$ cat src/rtl/core/rtfb_pkg.sv
// shared types and constants for the rgb to framebuffer pixel pipeline
package rtfb_pkg;

  localparam int unsigned NUM_CH = 3;
  localparam int unsigned CH_RED = 0;
  localparam int unsigned CH_GREEN = 1;
  localparam int unsigned CH_BLUE = 2;

  localparam logic [3:0] LEN_MAX = 4'd8;
  localparam logic [7:0] ALPHA_OPAQUE = 8'd255;

  localparam logic [31:0] MASK16 = 32'h0000_ffff;
  localparam logic [31:0] MASK24 = 32'h00ff_ffff;
  localparam logic [31:0] MASK32 = 32'hffff_ffff;

  // floor(x / 255) == (x * 32897) >> 23 for any 16-bit x
  localparam logic [16:0] DIV255_RECIP = 17'd32897;
  localparam int unsigned DIV255_SHIFT = 23;

  localparam int unsigned CFG_IDX_W = 3;
  localparam int unsigned CFG_DATA_W = 8;

  typedef enum logic [CFG_IDX_W-1:0] {
    CFG_DEPTH_MODE   = 3'd0,
    CFG_RED_LENGTH   = 3'd1,
    CFG_GREEN_LENGTH = 3'd2,
    CFG_BLUE_LENGTH  = 3'd3,
    CFG_RED_OFFSET   = 3'd4,
    CFG_GREEN_OFFSET = 3'd5,
    CFG_BLUE_OFFSET  = 3'd6,
    CFG_MODE_FLAGS   = 3'd7
  } cfg_idx_e;

  typedef enum logic [1:0] {
    DEPTH_15 = 2'd0,
    DEPTH_16 = 2'd1,
    DEPTH_24 = 2'd2,
    DEPTH_32 = 2'd3
  } depth_e;

  localparam int unsigned FLAG_BLEND = 0;
  localparam int unsigned FLAG_DIRECT = 1;

  // decoded configuration seen by the datapath
  typedef struct packed {
    logic [31:0]              depth_mask;
    logic                     blend_en;
    logic                     dither_en;
    logic [NUM_CH-1:0][3:0]   len;
    logic [NUM_CH-1:0][4:0]   off;
  } cfg_t;

  typedef struct packed {
    logic [NUM_CH-1:0][7:0] src;
    logic [NUM_CH-1:0][7:0] dst;
    logic [7:0]             alpha;
    logic [1:0]             dither;
    logic                   last;
  } unpack_t;

  typedef struct packed {
    logic [NUM_CH-1:0][7:0] chan;
    logic [1:0]             dither;
    logic                   last;
  } blend_t;

endpackage

$ cat src/rtl/core/rtfb_cfg_regs.sv
// configuration registers and decode of effective lengths and masks
module rtfb_cfg_regs (
  input  logic                             clk_i,
  input  logic                             rst_ni,
  input  logic                             cfg_valid_i,
  output logic                             cfg_ready_o,
  input  logic [rtfb_pkg::CFG_IDX_W-1:0]   cfg_index_i,
  input  logic [rtfb_pkg::CFG_DATA_W-1:0]  cfg_data_i,
  output rtfb_pkg::cfg_t                   cfg_o
);

  logic [1:0] depth_q;
  logic [3:0] red_len_q, green_len_q, blue_len_q;
  logic [4:0] red_off_q, green_off_q, blue_off_q;
  logic [1:0] flags_q;

  logic [3:0] r_len, g_len, b_len, min_len;

  assign cfg_ready_o = 1'b1;

  always_ff @(posedge clk_i or negedge rst_ni) begin
    if (!rst_ni) begin
      depth_q     <= rtfb_pkg::DEPTH_16;
      red_len_q   <= 4'd5;
      green_len_q <= 4'd6;
      blue_len_q  <= 4'd5;
      red_off_q   <= 5'd11;
      green_off_q <= 5'd5;
      blue_off_q  <= 5'd0;
      flags_q     <= 2'd0;
    end else if (cfg_valid_i && cfg_ready_o) begin
      unique case (rtfb_pkg::cfg_idx_e'(cfg_index_i))
        rtfb_pkg::CFG_DEPTH_MODE:   depth_q     <= cfg_data_i[1:0];
        rtfb_pkg::CFG_RED_LENGTH:   red_len_q   <= cfg_data_i[3:0];
        rtfb_pkg::CFG_GREEN_LENGTH: green_len_q <= cfg_data_i[3:0];
        rtfb_pkg::CFG_BLUE_LENGTH:  blue_len_q  <= cfg_data_i[3:0];
        rtfb_pkg::CFG_RED_OFFSET:   red_off_q   <= cfg_data_i[4:0];
        rtfb_pkg::CFG_GREEN_OFFSET: green_off_q <= cfg_data_i[4:0];
        rtfb_pkg::CFG_BLUE_OFFSET:  blue_off_q  <= cfg_data_i[4:0];
        rtfb_pkg::CFG_MODE_FLAGS:   flags_q     <= cfg_data_i[1:0];
      endcase
    end
  end

  // lengths above eight saturate
  assign r_len = (red_len_q > rtfb_pkg::LEN_MAX) ? rtfb_pkg::LEN_MAX : red_len_q;
  assign g_len = (green_len_q > rtfb_pkg::LEN_MAX) ? rtfb_pkg::LEN_MAX : green_len_q;
  assign b_len = (blue_len_q > rtfb_pkg::LEN_MAX) ? rtfb_pkg::LEN_MAX : blue_len_q;

  always_comb begin
    min_len = r_len;
    if (g_len < min_len) min_len = g_len;
    if (b_len < min_len) min_len = b_len;
  end

  always_comb begin
    cfg_o = '0;
    unique case (rtfb_pkg::depth_e'(depth_q))
      rtfb_pkg::DEPTH_15, rtfb_pkg::DEPTH_16: cfg_o.depth_mask = rtfb_pkg::MASK16;
      rtfb_pkg::DEPTH_24:                     cfg_o.depth_mask = rtfb_pkg::MASK24;
      rtfb_pkg::DEPTH_32:                     cfg_o.depth_mask = rtfb_pkg::MASK32;
    endcase
    cfg_o.dither_en = (depth_q == rtfb_pkg::DEPTH_15) || (depth_q == rtfb_pkg::DEPTH_16);
    cfg_o.blend_en  = flags_q[rtfb_pkg::FLAG_BLEND];
    if (flags_q[rtfb_pkg::FLAG_DIRECT]) begin
      cfg_o.len[rtfb_pkg::CH_RED]   = min_len;
      cfg_o.len[rtfb_pkg::CH_GREEN] = min_len;
      cfg_o.len[rtfb_pkg::CH_BLUE]  = min_len;
    end else begin
      cfg_o.len[rtfb_pkg::CH_RED]   = r_len;
      cfg_o.len[rtfb_pkg::CH_GREEN] = g_len;
      cfg_o.len[rtfb_pkg::CH_BLUE]  = b_len;
    end
    cfg_o.off[rtfb_pkg::CH_RED]   = red_off_q;
    cfg_o.off[rtfb_pkg::CH_GREEN] = green_off_q;
    cfg_o.off[rtfb_pkg::CH_BLUE]  = blue_off_q;
  end

endmodule

$ cat src/rtl/core/rtfb_unpack.sv
// stage one: destination unpack, alpha select and dither value
module rtfb_unpack (
  input  logic                 clk_i,
  input  logic                 rst_ni,
  input  logic                 en_i,
  input  logic                 valid_i,
  input  logic [7:0]           red_i,
  input  logic [7:0]           green_i,
  input  logic [7:0]           blue_i,
  input  logic [7:0]           alpha_i,
  input  logic [31:0]          dest_pixel_i,
  input  logic                 row_odd_i,
  input  logic                 column_odd_i,
  input  logic                 row_end_i,
  input  rtfb_pkg::cfg_t       cfg_i,
  output logic                 valid_o,
  output rtfb_pkg::unpack_t    data_o
);

  logic              valid_q;
  rtfb_pkg::unpack_t data_d, data_q;
  logic [31:0]       dest_masked;

  assign dest_masked = dest_pixel_i & cfg_i.depth_mask;

  for (genvar c = 0; c < rtfb_pkg::NUM_CH; c++) begin : g_chan
    logic [31:0] shifted;
    logic [7:0]  len_mask;
    logic [7:0]  field;
    logic [15:0] aligned;

    assign shifted  = dest_masked >> cfg_i.off[c];
    assign len_mask = 8'((9'd1 << cfg_i.len[c]) - 9'd1);
    assign field    = shifted[7:0] & len_mask;
    assign aligned  = {8'h00, field} << (rtfb_pkg::LEN_MAX - cfg_i.len[c]);

    // blending off: dst weighted by zero, src by 255, which divides back to src
    assign data_d.dst[c] = cfg_i.blend_en ? aligned[7:0] : 8'h00;
  end

  assign data_d.src[rtfb_pkg::CH_RED]   = red_i;
  assign data_d.src[rtfb_pkg::CH_GREEN] = green_i;
  assign data_d.src[rtfb_pkg::CH_BLUE]  = blue_i;
  assign data_d.alpha  = cfg_i.blend_en ? alpha_i : rtfb_pkg::ALPHA_OPAQUE;
  assign data_d.dither = (row_odd_i ? 2'd1 : 2'd3) ^ (column_odd_i ? 2'd3 : 2'd0);
  assign data_d.last   = row_end_i;

  always_ff @(posedge clk_i or negedge rst_ni) begin
    if (!rst_ni) begin
      valid_q <= 1'b0;
    end else if (en_i) begin
      valid_q <= valid_i;
    end
  end

  always_ff @(posedge clk_i) begin
    if (en_i) begin
      data_q <= data_d;
    end
  end

  assign valid_o = valid_q;
  assign data_o  = data_q;

endmodule

$ cat src/rtl/core/rtfb_blend.sv
// stages two and three: weighted sum, then divide by 255 via reciprocal
module rtfb_blend (
  input  logic                 clk_i,
  input  logic                 rst_ni,
  input  logic                 en_i,
  input  logic                 valid_i,
  input  rtfb_pkg::unpack_t    data_i,
  output logic                 valid_o,
  output rtfb_pkg::blend_t     data_o
);

  logic                                valid_sum_q, valid_div_q;
  logic [rtfb_pkg::NUM_CH-1:0][15:0]   sum_d, sum_q;
  logic [1:0]                          dither_q;
  logic                                last_q;
  rtfb_pkg::blend_t                    div_d, div_q;
  logic [7:0]                          inv_alpha;

  assign inv_alpha = rtfb_pkg::ALPHA_OPAQUE - data_i.alpha;

  for (genvar c = 0; c < rtfb_pkg::NUM_CH; c++) begin : g_chan
    logic [32:0] prod;

    assign sum_d[c] = 16'(data_i.dst[c]) * 16'(inv_alpha)
                    + 16'(data_i.src[c]) * 16'(data_i.alpha);
    assign prod     = 33'(sum_q[c]) * 33'(rtfb_pkg::DIV255_RECIP);
    assign div_d.chan[c] = prod[rtfb_pkg::DIV255_SHIFT +: 8];
  end

  assign div_d.dither = dither_q;
  assign div_d.last   = last_q;

  always_ff @(posedge clk_i or negedge rst_ni) begin
    if (!rst_ni) begin
      valid_sum_q <= 1'b0;
      valid_div_q <= 1'b0;
    end else if (en_i) begin
      valid_sum_q <= valid_i;
      valid_div_q <= valid_sum_q;
    end
  end

  always_ff @(posedge clk_i) begin
    if (en_i) begin
      sum_q    <= sum_d;
      dither_q <= data_i.dither;
      last_q   <= data_i.last;
      div_q    <= div_d;
    end
  end

  assign valid_o = valid_div_q;
  assign data_o  = div_q;

endmodule

$ cat src/rtl/core/rtfb_pack.sv
// stage four: dither with saturation, truncate and pack into the output register
module rtfb_pack (
  input  logic                 clk_i,
  input  logic                 rst_ni,
  input  logic                 en_i,
  input  logic                 valid_i,
  input  rtfb_pkg::blend_t     data_i,
  input  rtfb_pkg::cfg_t       cfg_i,
  output logic                 valid_o,
  output logic [31:0]          pixel_o,
  output logic                 last_o
);

  logic        valid_q;
  logic [31:0] pixel_d, pixel_q;
  logic        last_q;
  logic [rtfb_pkg::NUM_CH-1:0][31:0] placed;

  for (genvar c = 0; c < rtfb_pkg::NUM_CH; c++) begin : g_chan
    logic [2:0] add;
    logic [8:0] sum;
    logic [7:0] sat;
    logic [7:0] trunc;

    // red and blue gain 2d+1, green gains d
    if (c == rtfb_pkg::CH_GREEN) begin : g_green
      assign add = {1'b0, data_i.dither};
    end else begin : g_rb
      assign add = {data_i.dither, 1'b1};
    end

    assign sum   = 9'(data_i.chan[c]) + (cfg_i.dither_en ? 9'(add) : 9'd0);
    assign sat   = sum[8] ? 8'hff : sum[7:0];
    assign trunc = sat >> (rtfb_pkg::LEN_MAX - cfg_i.len[c]);
    assign placed[c] = 32'(trunc) << cfg_i.off[c];
  end

  assign pixel_d = (placed[rtfb_pkg::CH_RED] | placed[rtfb_pkg::CH_GREEN]
                  | placed[rtfb_pkg::CH_BLUE]) & cfg_i.depth_mask;

  always_ff @(posedge clk_i or negedge rst_ni) begin
    if (!rst_ni) begin
      valid_q <= 1'b0;
    end else if (en_i) begin
      valid_q <= valid_i;
    end
  end

  always_ff @(posedge clk_i) begin
    if (en_i) begin
      pixel_q <= pixel_d;
      last_q  <= data_i.last;
    end
  end

  assign valid_o = valid_q;
  assign pixel_o = pixel_q;
  assign last_o  = last_q;

endmodule

$ cat src/rtl/core/rgb_to_framebuffer_pixel.sv
// top level of the rgb to framebuffer pixel pipeline
//
// Converts one RGBA pixel plus the current framebuffer word into a packed
// framebuffer pixel: optional alpha blend, 2x2 ordered dither below 24 bpp,
// truncation to the field lengths and packing at the field offsets.
// Input channel: in_valid_i / in_stall_o with the source components, the
// destination word and the row/column parity and row-end flags.
// Output channel: out_valid_o / out_stall_i with pixel_value_o and
// last_in_row_o. A transfer happens when valid is high and stall is low.
// Config port: cfg_valid_i / cfg_ready_o, cfg_index_i selects the register,
// cfg_data_i is masked to the register width; ready is always high and
// writes are expected only while the pipeline is empty.
// From input transfer to output transfer a pixel passes one register stage
// each: unpack, weighted sum, divide by 255, dither and pack. Throughput is
// one pixel per cycle while the receiver does not stall.
// When the receiver stalls with a result waiting, the whole pipeline holds
// and in_stall_o rises in the same cycle; nothing is lost or repeated.
// Reset empties the pipeline and loads the 16 bpp 5-6-5 layout, no blend.
module rgb_to_framebuffer_pixel (
  input  logic                             clk_i,
  input  logic                             rst_ni,
  input  logic                             cfg_valid_i,
  output logic                             cfg_ready_o,
  input  logic [rtfb_pkg::CFG_IDX_W-1:0]   cfg_index_i,
  input  logic [rtfb_pkg::CFG_DATA_W-1:0]  cfg_data_i,
  input  logic                             in_valid_i,
  output logic                             in_stall_o,
  input  logic [7:0]                       red_i,
  input  logic [7:0]                       green_i,
  input  logic [7:0]                       blue_i,
  input  logic [7:0]                       alpha_i,
  input  logic [31:0]                      dest_pixel_i,
  input  logic                             row_odd_i,
  input  logic                             column_odd_i,
  input  logic                             row_end_i,
  output logic                             out_valid_o,
  input  logic                             out_stall_i,
  output logic [31:0]                      pixel_value_o,
  output logic                             last_in_row_o
);

  rtfb_pkg::cfg_t    cfg;
  rtfb_pkg::unpack_t unpack_data;
  rtfb_pkg::blend_t  blend_data;
  logic              unpack_valid, blend_valid;
  logic              advance;

  assign advance    = !out_valid_o || !out_stall_i;
  assign in_stall_o = !advance;

  rtfb_cfg_regs u_cfg (
    .clk_i       (clk_i),
    .rst_ni      (rst_ni),
    .cfg_valid_i (cfg_valid_i),
    .cfg_ready_o (cfg_ready_o),
    .cfg_index_i (cfg_index_i),
    .cfg_data_i  (cfg_data_i),
    .cfg_o       (cfg)
  );

  rtfb_unpack u_unpack (
    .clk_i        (clk_i),
    .rst_ni       (rst_ni),
    .en_i         (advance),
    .valid_i      (in_valid_i),
    .red_i        (red_i),
    .green_i      (green_i),
    .blue_i       (blue_i),
    .alpha_i      (alpha_i),
    .dest_pixel_i (dest_pixel_i),
    .row_odd_i    (row_odd_i),
    .column_odd_i (column_odd_i),
    .row_end_i    (row_end_i),
    .cfg_i        (cfg),
    .valid_o      (unpack_valid),
    .data_o       (unpack_data)
  );

  rtfb_blend u_blend (
    .clk_i   (clk_i),
    .rst_ni  (rst_ni),
    .en_i    (advance),
    .valid_i (unpack_valid),
    .data_i  (unpack_data),
    .valid_o (blend_valid),
    .data_o  (blend_data)
  );

  rtfb_pack u_pack (
    .clk_i   (clk_i),
    .rst_ni  (rst_ni),
    .en_i    (advance),
    .valid_i (blend_valid),
    .data_i  (blend_data),
    .cfg_i   (cfg),
    .valid_o (out_valid_o),
    .pixel_o (pixel_value_o),
    .last_o  (last_in_row_o)
  );

`ifndef SYNTHESIS
  // input backpressure only comes from a waiting, stalled result
  a_stall_cause: assert property (@(posedge clk_i) disable iff (!rst_ni)
    in_stall_o |-> (out_valid_o && out_stall_i))
    else $error("input stalled without output backpressure");

  // an accepted pixel reaches the output when every stage keeps advancing
  a_latency: assert property (@(posedge clk_i) disable iff (!rst_ni)
    (in_valid_i && !in_stall_o) ##1 !in_stall_o ##1 !in_stall_o ##1 !in_stall_o
    |=> out_valid_o)
    else $error("accepted pixel did not reach the output");

  // a result leaves only through a transfer
  a_no_drop: assert property (@(posedge clk_i) disable iff (!rst_ni)
    $fell(out_valid_o) |-> $past(!out_stall_i))
    else $error("result dropped while stalled");
`endif

endmodule

$ cat config.mk
export PLATFORM = sky130hd
export DESIGN_NAME = rgb_to_framebuffer_pixel
export DESIGN_NICKNAME = d
export VERILOG_FILES = /design/src/rtl/core/rtfb_pkg.sv /design/src/rtl/core/rtfb_cfg_regs.sv /design/src/rtl/core/rtfb_unpack.sv /design/src/rtl/core/rtfb_blend.sv /design/src/rtl/core/rtfb_pack.sv /design/src/rtl/core/rgb_to_framebuffer_pixel.sv
export SDC_FILE = /design/constraint.sdc
export NUM_CORES = 2
export LEC_CHECK = 0
export ABC_AREA = 1
export BUFFER_PORTS_ARGS = -buffer_cell sky130_fd_sc_hd__buf_2
export CAP_MARGIN = 25
export CORE_AREA = 5 5 238 240
export CTS_CLUSTER_SIZE = 40
export DETAILED_ROUTE_END_ITERATION = 12
export DIE_AREA = 0 0 243 245
export GPL_TIMING_DRIVEN = 0
export PLACE_DENSITY = 0.78
export SKIP_LAST_GASP = 1
export SYNTH_ARGS = -nofsm -noshare
export SYNTH_HDL_FRONTEND = slang
export SYNTH_SLANG_ARGS = --single-unit
$ cat constraint.sdc
create_clock -name clk_i -period 7 [get_ports clk_i]
set_input_delay 1.05 -clock clk_i [delete_from_list [all_inputs] [get_ports clk_i]]
set_output_delay 1.05 -clock clk_i [all_outputs]
set_load 0.05 [all_outputs]
After elaboration in Yosys (flattened, before gate mapping)
Index checks and enable logic that the tools add are counted.
{"block": "totals", "regBits": 205, "input_bits": 83, "wordCells": 123}
{"block": "classes", "n_addsub": 13, "n_mul": 9, "magnitude_cmp": 5, "n_eq_ne": 10, "shifts": 15, "muxes": 14, "bitwise": 8, "reduce_logical": 16}
{"op": "$mul A8 B8 Y16", "count": 6}
{"op": "$pmux W32 S3", "count": 1}
{"op": "$shl A8 B5 Y32", "count": 3}
{"op": "$shr A32 B5 Y8", "count": 3}
{"op": "$mul A16 B16 Y31 const B", "count": 3}
{"op": "$and A32 B32 Y32", "count": 2}
{"op": "$or A32 B32 Y32", "count": 2}
{"op": "$add A16 B16 Y16", "count": 3}
{"op": "$and A8 B8 Y8", "count": 3}
{"op": "$mux W8", "count": 3}
{"op": "$shl A1 B4 Y8 const A", "count": 3}
{"op": "$shl A8 B4 Y8", "count": 3}
{"op": "$shr A8 B4 Y8", "count": 3}
{"op": "$sub A8 B1 Y8 const B", "count": 3}
{"op": "$mux W4", "count": 5}
{"op": "$add A8 B9 Y9", "count": 2}
{"op": "$reduce_and A2 Y1", "count": 8}
{"op": "$eq A3 B3 Y1 const B", "count": 4}
{"op": "$gt A4 B4 Y1 const B", "count": 3}
{"op": "$mux W12", "count": 1}
{"op": "$sub A4 B4 Y4 const A", "count": 3}
{"op": "$add A8 B3 Y9", "count": 1}
{"op": "$lt A4 B4 Y1", "count": 2}
{"op": "$sub A8 B8 Y8 const A", "count": 1}
{"op": "other kinds (12)", "count": 19}

Logic depth before layout (Yosys ltp)
{"block": "depth", "ltp_word": 13, "mapped_depth": 38, "mapped_depth_nobuf": 34}

By module
From an unflattened synthesis, not the netlist that was laid out.
{"block": "hier_totals", "hier_cells": 5146, "area_unflattened_um2": 35894.4}
{"module": "rtfb_blend", "instances": 1, "cells_each": 2604, "area_each_um2": 20651.1}
{"module": "rtfb_unpack", "instances": 1, "cells_each": 1340, "area_each_um2": 7812.5}
{"module": "rtfb_pack", "instances": 1, "cells_each": 952, "area_each_um2": 5470.2}
{"module": "rtfb_cfg_regs", "instances": 1, "cells_each": 248, "area_each_um2": 1950.6}
{"module": "rgb_to_framebuffer_pixel", "instances": 1, "cells_each": 2, "area_each_um2": 10.0}

Worst setup path before layout
Ideal clock, no wire load.
{"block": "synth_path", "path_type": "input-to-output", "startpoint": "input out_stall_i", "endpoint": "output in_stall_o", "arrival_time_ns": 6.185, "setup_slack_ns": -0.235, "cell_stages": 2, "n_path_buf": 0, "cell_sequence": "nand2_1 inv_1"}
{"block": "synth_between", "elab_chain_cells": 3}
{"item": "from (decl)", "line": "rgb_to_framebuffer_pixel.sv:37", "source": "input logic out_stall_i,"}
{"item": "$logic_not A1 Y1", "line": "rgb_to_framebuffer_pixel.sv:48", "source": "assign advance = !out_valid_o || !out_stall_i;"}
{"item": "$logic_or A1 B1 Y1", "line": "rgb_to_framebuffer_pixel.sv:48"}
{"item": "$logic_not A1 Y1", "line": "rgb_to_framebuffer_pixel.sv:49", "source": "assign in_stall_o = !advance;"}
{"item": "to (decl)", "line": "rgb_to_framebuffer_pixel.sv:27", "source": "output logic in_stall_o,"}
No other way between the ends.

==> metrics.txt <==
mapped cell area 0.0316 sq mm; hold crit path type flip-flop to flip-flop; H-tree Lvls 1; initial core utilization 58.0%; share of cells above drive strength 1 7.44%; CTS tree yes; commonest cells in the netlist 893 x nand2_1, 742 x inv_1, 414 x ha_1, 315 x nand3_1, 291 x fa_1; WP data required 7.32 ns; Mapped Cells 4123; Hold Buf Count CTS 0; Area contributors post-synth fa_1 18%, ha_1 16%, edfxtp_1 16%; cell with the most instances after synthesis nand2_1; share of the synthesized area in the top cell type 18.4%; CP startpoint kind flip-flop; status complete, no violations; fmax 150 MHz; Slew Viols, Final 0; WL per Instance 18.4 microns; post-synth top area cell fa_1; drt pass-1 iters 6; FP Rows 86; reg2reg setup slack 0.33 ns; DRT Wirelength 92.1 mm; core area 0.0544 sq mm; RSZ-0062 raised after global routing no; Crit Path Category flip-flop to flip-flop; max-cap viol count 0; Slew @ Worst Pin 0.960 ns; Reg area 0.00600 sq mm; min-delay src u_blend.dither_q[1]; Top-Level Pins 119; drt drc 0; area of the multi-input gates 0.0219 sq mm; Root Buffer clkbuf_16; number of flops mapped to enable cells by yosys 170; Worst-path clk slew 0.06 ns; global-route wire length before repair 146 mm; register bit total from synthesis 205; Reg2Reg Depth 23; hold path cells 0; final hold violation count 0; nets@finish 5058; Die Wd 243 microns; Via-to-Cell Ratio 5.70; dominant synthesized flop cell edfxtp_1; Slew headroom 35.2%; Vias 28500; gpl congestion 0.984; Die H 245 microns; DRT iter0 DRCs 2512; Layout Cells excl Fill 4993; Placed Cells 4944; Clock Skews 0.0178 ns; Final min period 6.67 ns; Seq/Total Area, Yosys 19.0%; end of the worst register-to-register path u_blend.sum_q[31]; Bufs on Longest Clock Path 3; IO Port Bufs 114; CTS buffer count 27; clk_lat worst skew 0.58 ns; Hold EP u_blend.data_o[2]; Avg Inst Size Synth 7.66 sq um; crit path DAT 6.99 ns; Die ar. 0.0595 sq mm; Crit. End Element flip-flop; ys async rst share 17.1%; final period utilization 95.2%; vias in the first global route 27800; Final ANT Viol Nets 0; placed cell area 0.0331 sq mm; P&R area growth vs syn 7.52%; dpl hpwl 75.4 mm; Filler cells 4877; final setup fails 0; reg2reg start u_unpack.data_o[7]; n_diodes 0; grt total ovfl 0; largest net degree at the start of global routing 116; Synth cell types 63; initial antenna violation count 2; CTS sink cnt 205; design area 0.0340 sq mm; YS warnings 0; worst-path maximum fanout 10; Total GRT Usage 30.5%
[cells in the final DEF (no fill, tap or decap), drive strengths merged, types with 7 or more instances in the layout]
| cell | instances |
|---|---|
| a211oi | 16 |
| a21oi | 120 |
| a221oi | 11 |
| a31oi | 20 |
| buf | 182 |
| clkbuf | 146 |
| clkinv | 20 |
| dfrtp | 23 |
| dfstp | 12 |
| edfxtp | 170 |
| fa | 291 |
| ha | 414 |
| inv | 748 |
| mux2i | 16 |
| nand2 | 921 |
| nand3 | 325 |
| nand4 | 74 |
| nor2 | 278 |
| nor3 | 24 |
| o211ai | 18 |
| o21ai | 274 |
| o22ai | 33 |
| o311ai | 7 |
| or2 | 16 |
| xnor2 | 29 |
| xor2 | 39 |
[how the worst max path moves through the flow]
stage,from,to,slack (ns)
detailed placement,u_unpack.data_o[6],u_blend.sum_q[47],-0.11
global placement,u_unpack.data_o[6],u_blend.sum_q[47],-0.04
floorplan,u_unpack.data_o[5],u_blend.sum_q[47],1.03
finish,u_unpack.data_o[7],u_blend.sum_q[31],0.33
CTS,u_unpack.data_o[4],u_blend.sum_q[47],0.008
global route,u_unpack.data_o[7],u_blend.sum_q[47],0.005
[worst max-delay path, stage by stage (launching register included)]
cell	delay (ns)
edfxtp_1	0.31
clkbuf_1	0.36
clkbuf_1	0.76
nand2_1	0.15
fa_1	0.50
fa_1	0.54
inv_1	0.05
fa_1	0.48
inv_1	0.06
fa_1	0.49
fa_1	0.43
fa_1	0.49
inv_1	0.04
ha_1	0.33
nand2_1	0.06
o21ai_0	0.30
a21oi_1	0.13
inv_1	0.08
a21oi_1	0.09
o21ai_0	0.32
a21oi_1	0.11
nor2_1	0.12
nor2_1	0.07
xnor2_1	0.12
[metal layers]
layer	vias up	track usage (%)	wire length, microns
li1	13600	-	-
met1	13300	39.1	37000
met2	1263	51.0	42200
met3	256	4.39	7400
met4	2	15.0	5420
met5	-	0	7
[sequential cells by signal, indices dropped and copies added (netlist names)]
name	count
u_blend.dither_q	2
u_cfg.blue_len_q	4
u_cfg.green_len_q	4
u_blend.valid_o	1
u_cfg.depth_q	2
u_unpack.data_o	59
u_cfg.red_len_q	4
u_pack.last_o	1
u_blend.data_o	27
u_blend.sum_q	48
u_pack.valid_o	1
u_cfg.flags_q	2
u_blend.valid_sum_q	1
u_pack.pixel_o	32
u_unpack.valid_o	1
u_cfg.red_off_q	5
u_cfg.green_off_q	5
u_blend.last_q	1
u_cfg.blue_off_q	5
[kinds of logic after synthesis]
kind of cell | Yosys count | synth area share, %
buffers and inverters | 939 | 11.7
AOI/OAI and AO/OA | 542 | 9.75
other | 2 | 0.0238
adders and majority gates | 705 | 34.8
DFF | 205 | 19.0
and+or+nand+nor | 1646 | 22.4
xor gates and xnor gates | 68 | 1.89
muxes | 16 | 0.507
[repair_timing]
item | 4_1_cts | 5_1_grt
resized for setup | 1 | 16
endpoints found under the setup margin | 1 | 8
buffers inserted | 0 | 3
gates cloned | 0 | 0
[per-stage QoR]
stage	util (%)	setup WS, ns	setup TNS (ns)	hold slack (ns)
after global routing	62.4	0.00505	0	0.433
after detailed placement	60.8	-0.108	-0.108	0.405
after CTS	62.3	0.00791	0	0.419
final	62.4	0.334	0	0.417
after floorplan	-	1.03	0	0.400
after global placement	60.7	-0.0448	-0.0448	0.401
[area by class of cell]
cell class / instances / share of cell area [%]
plain buffers: 180 / 2.48
multi-input cells: 2981 / 64.6
flip-flops and latches: 205 / 17.7
clock inverters: 18 / 0.468
inverters: 757 / 8.38
well taps: 704 / 2.59
clock buffers: 30 / 2.02
repair buffers: 118 / 1.83
Power is left out: the tool's default activity adds up to more than one toggle a clock period on the data nets, which glitch-free logic cannot reach.
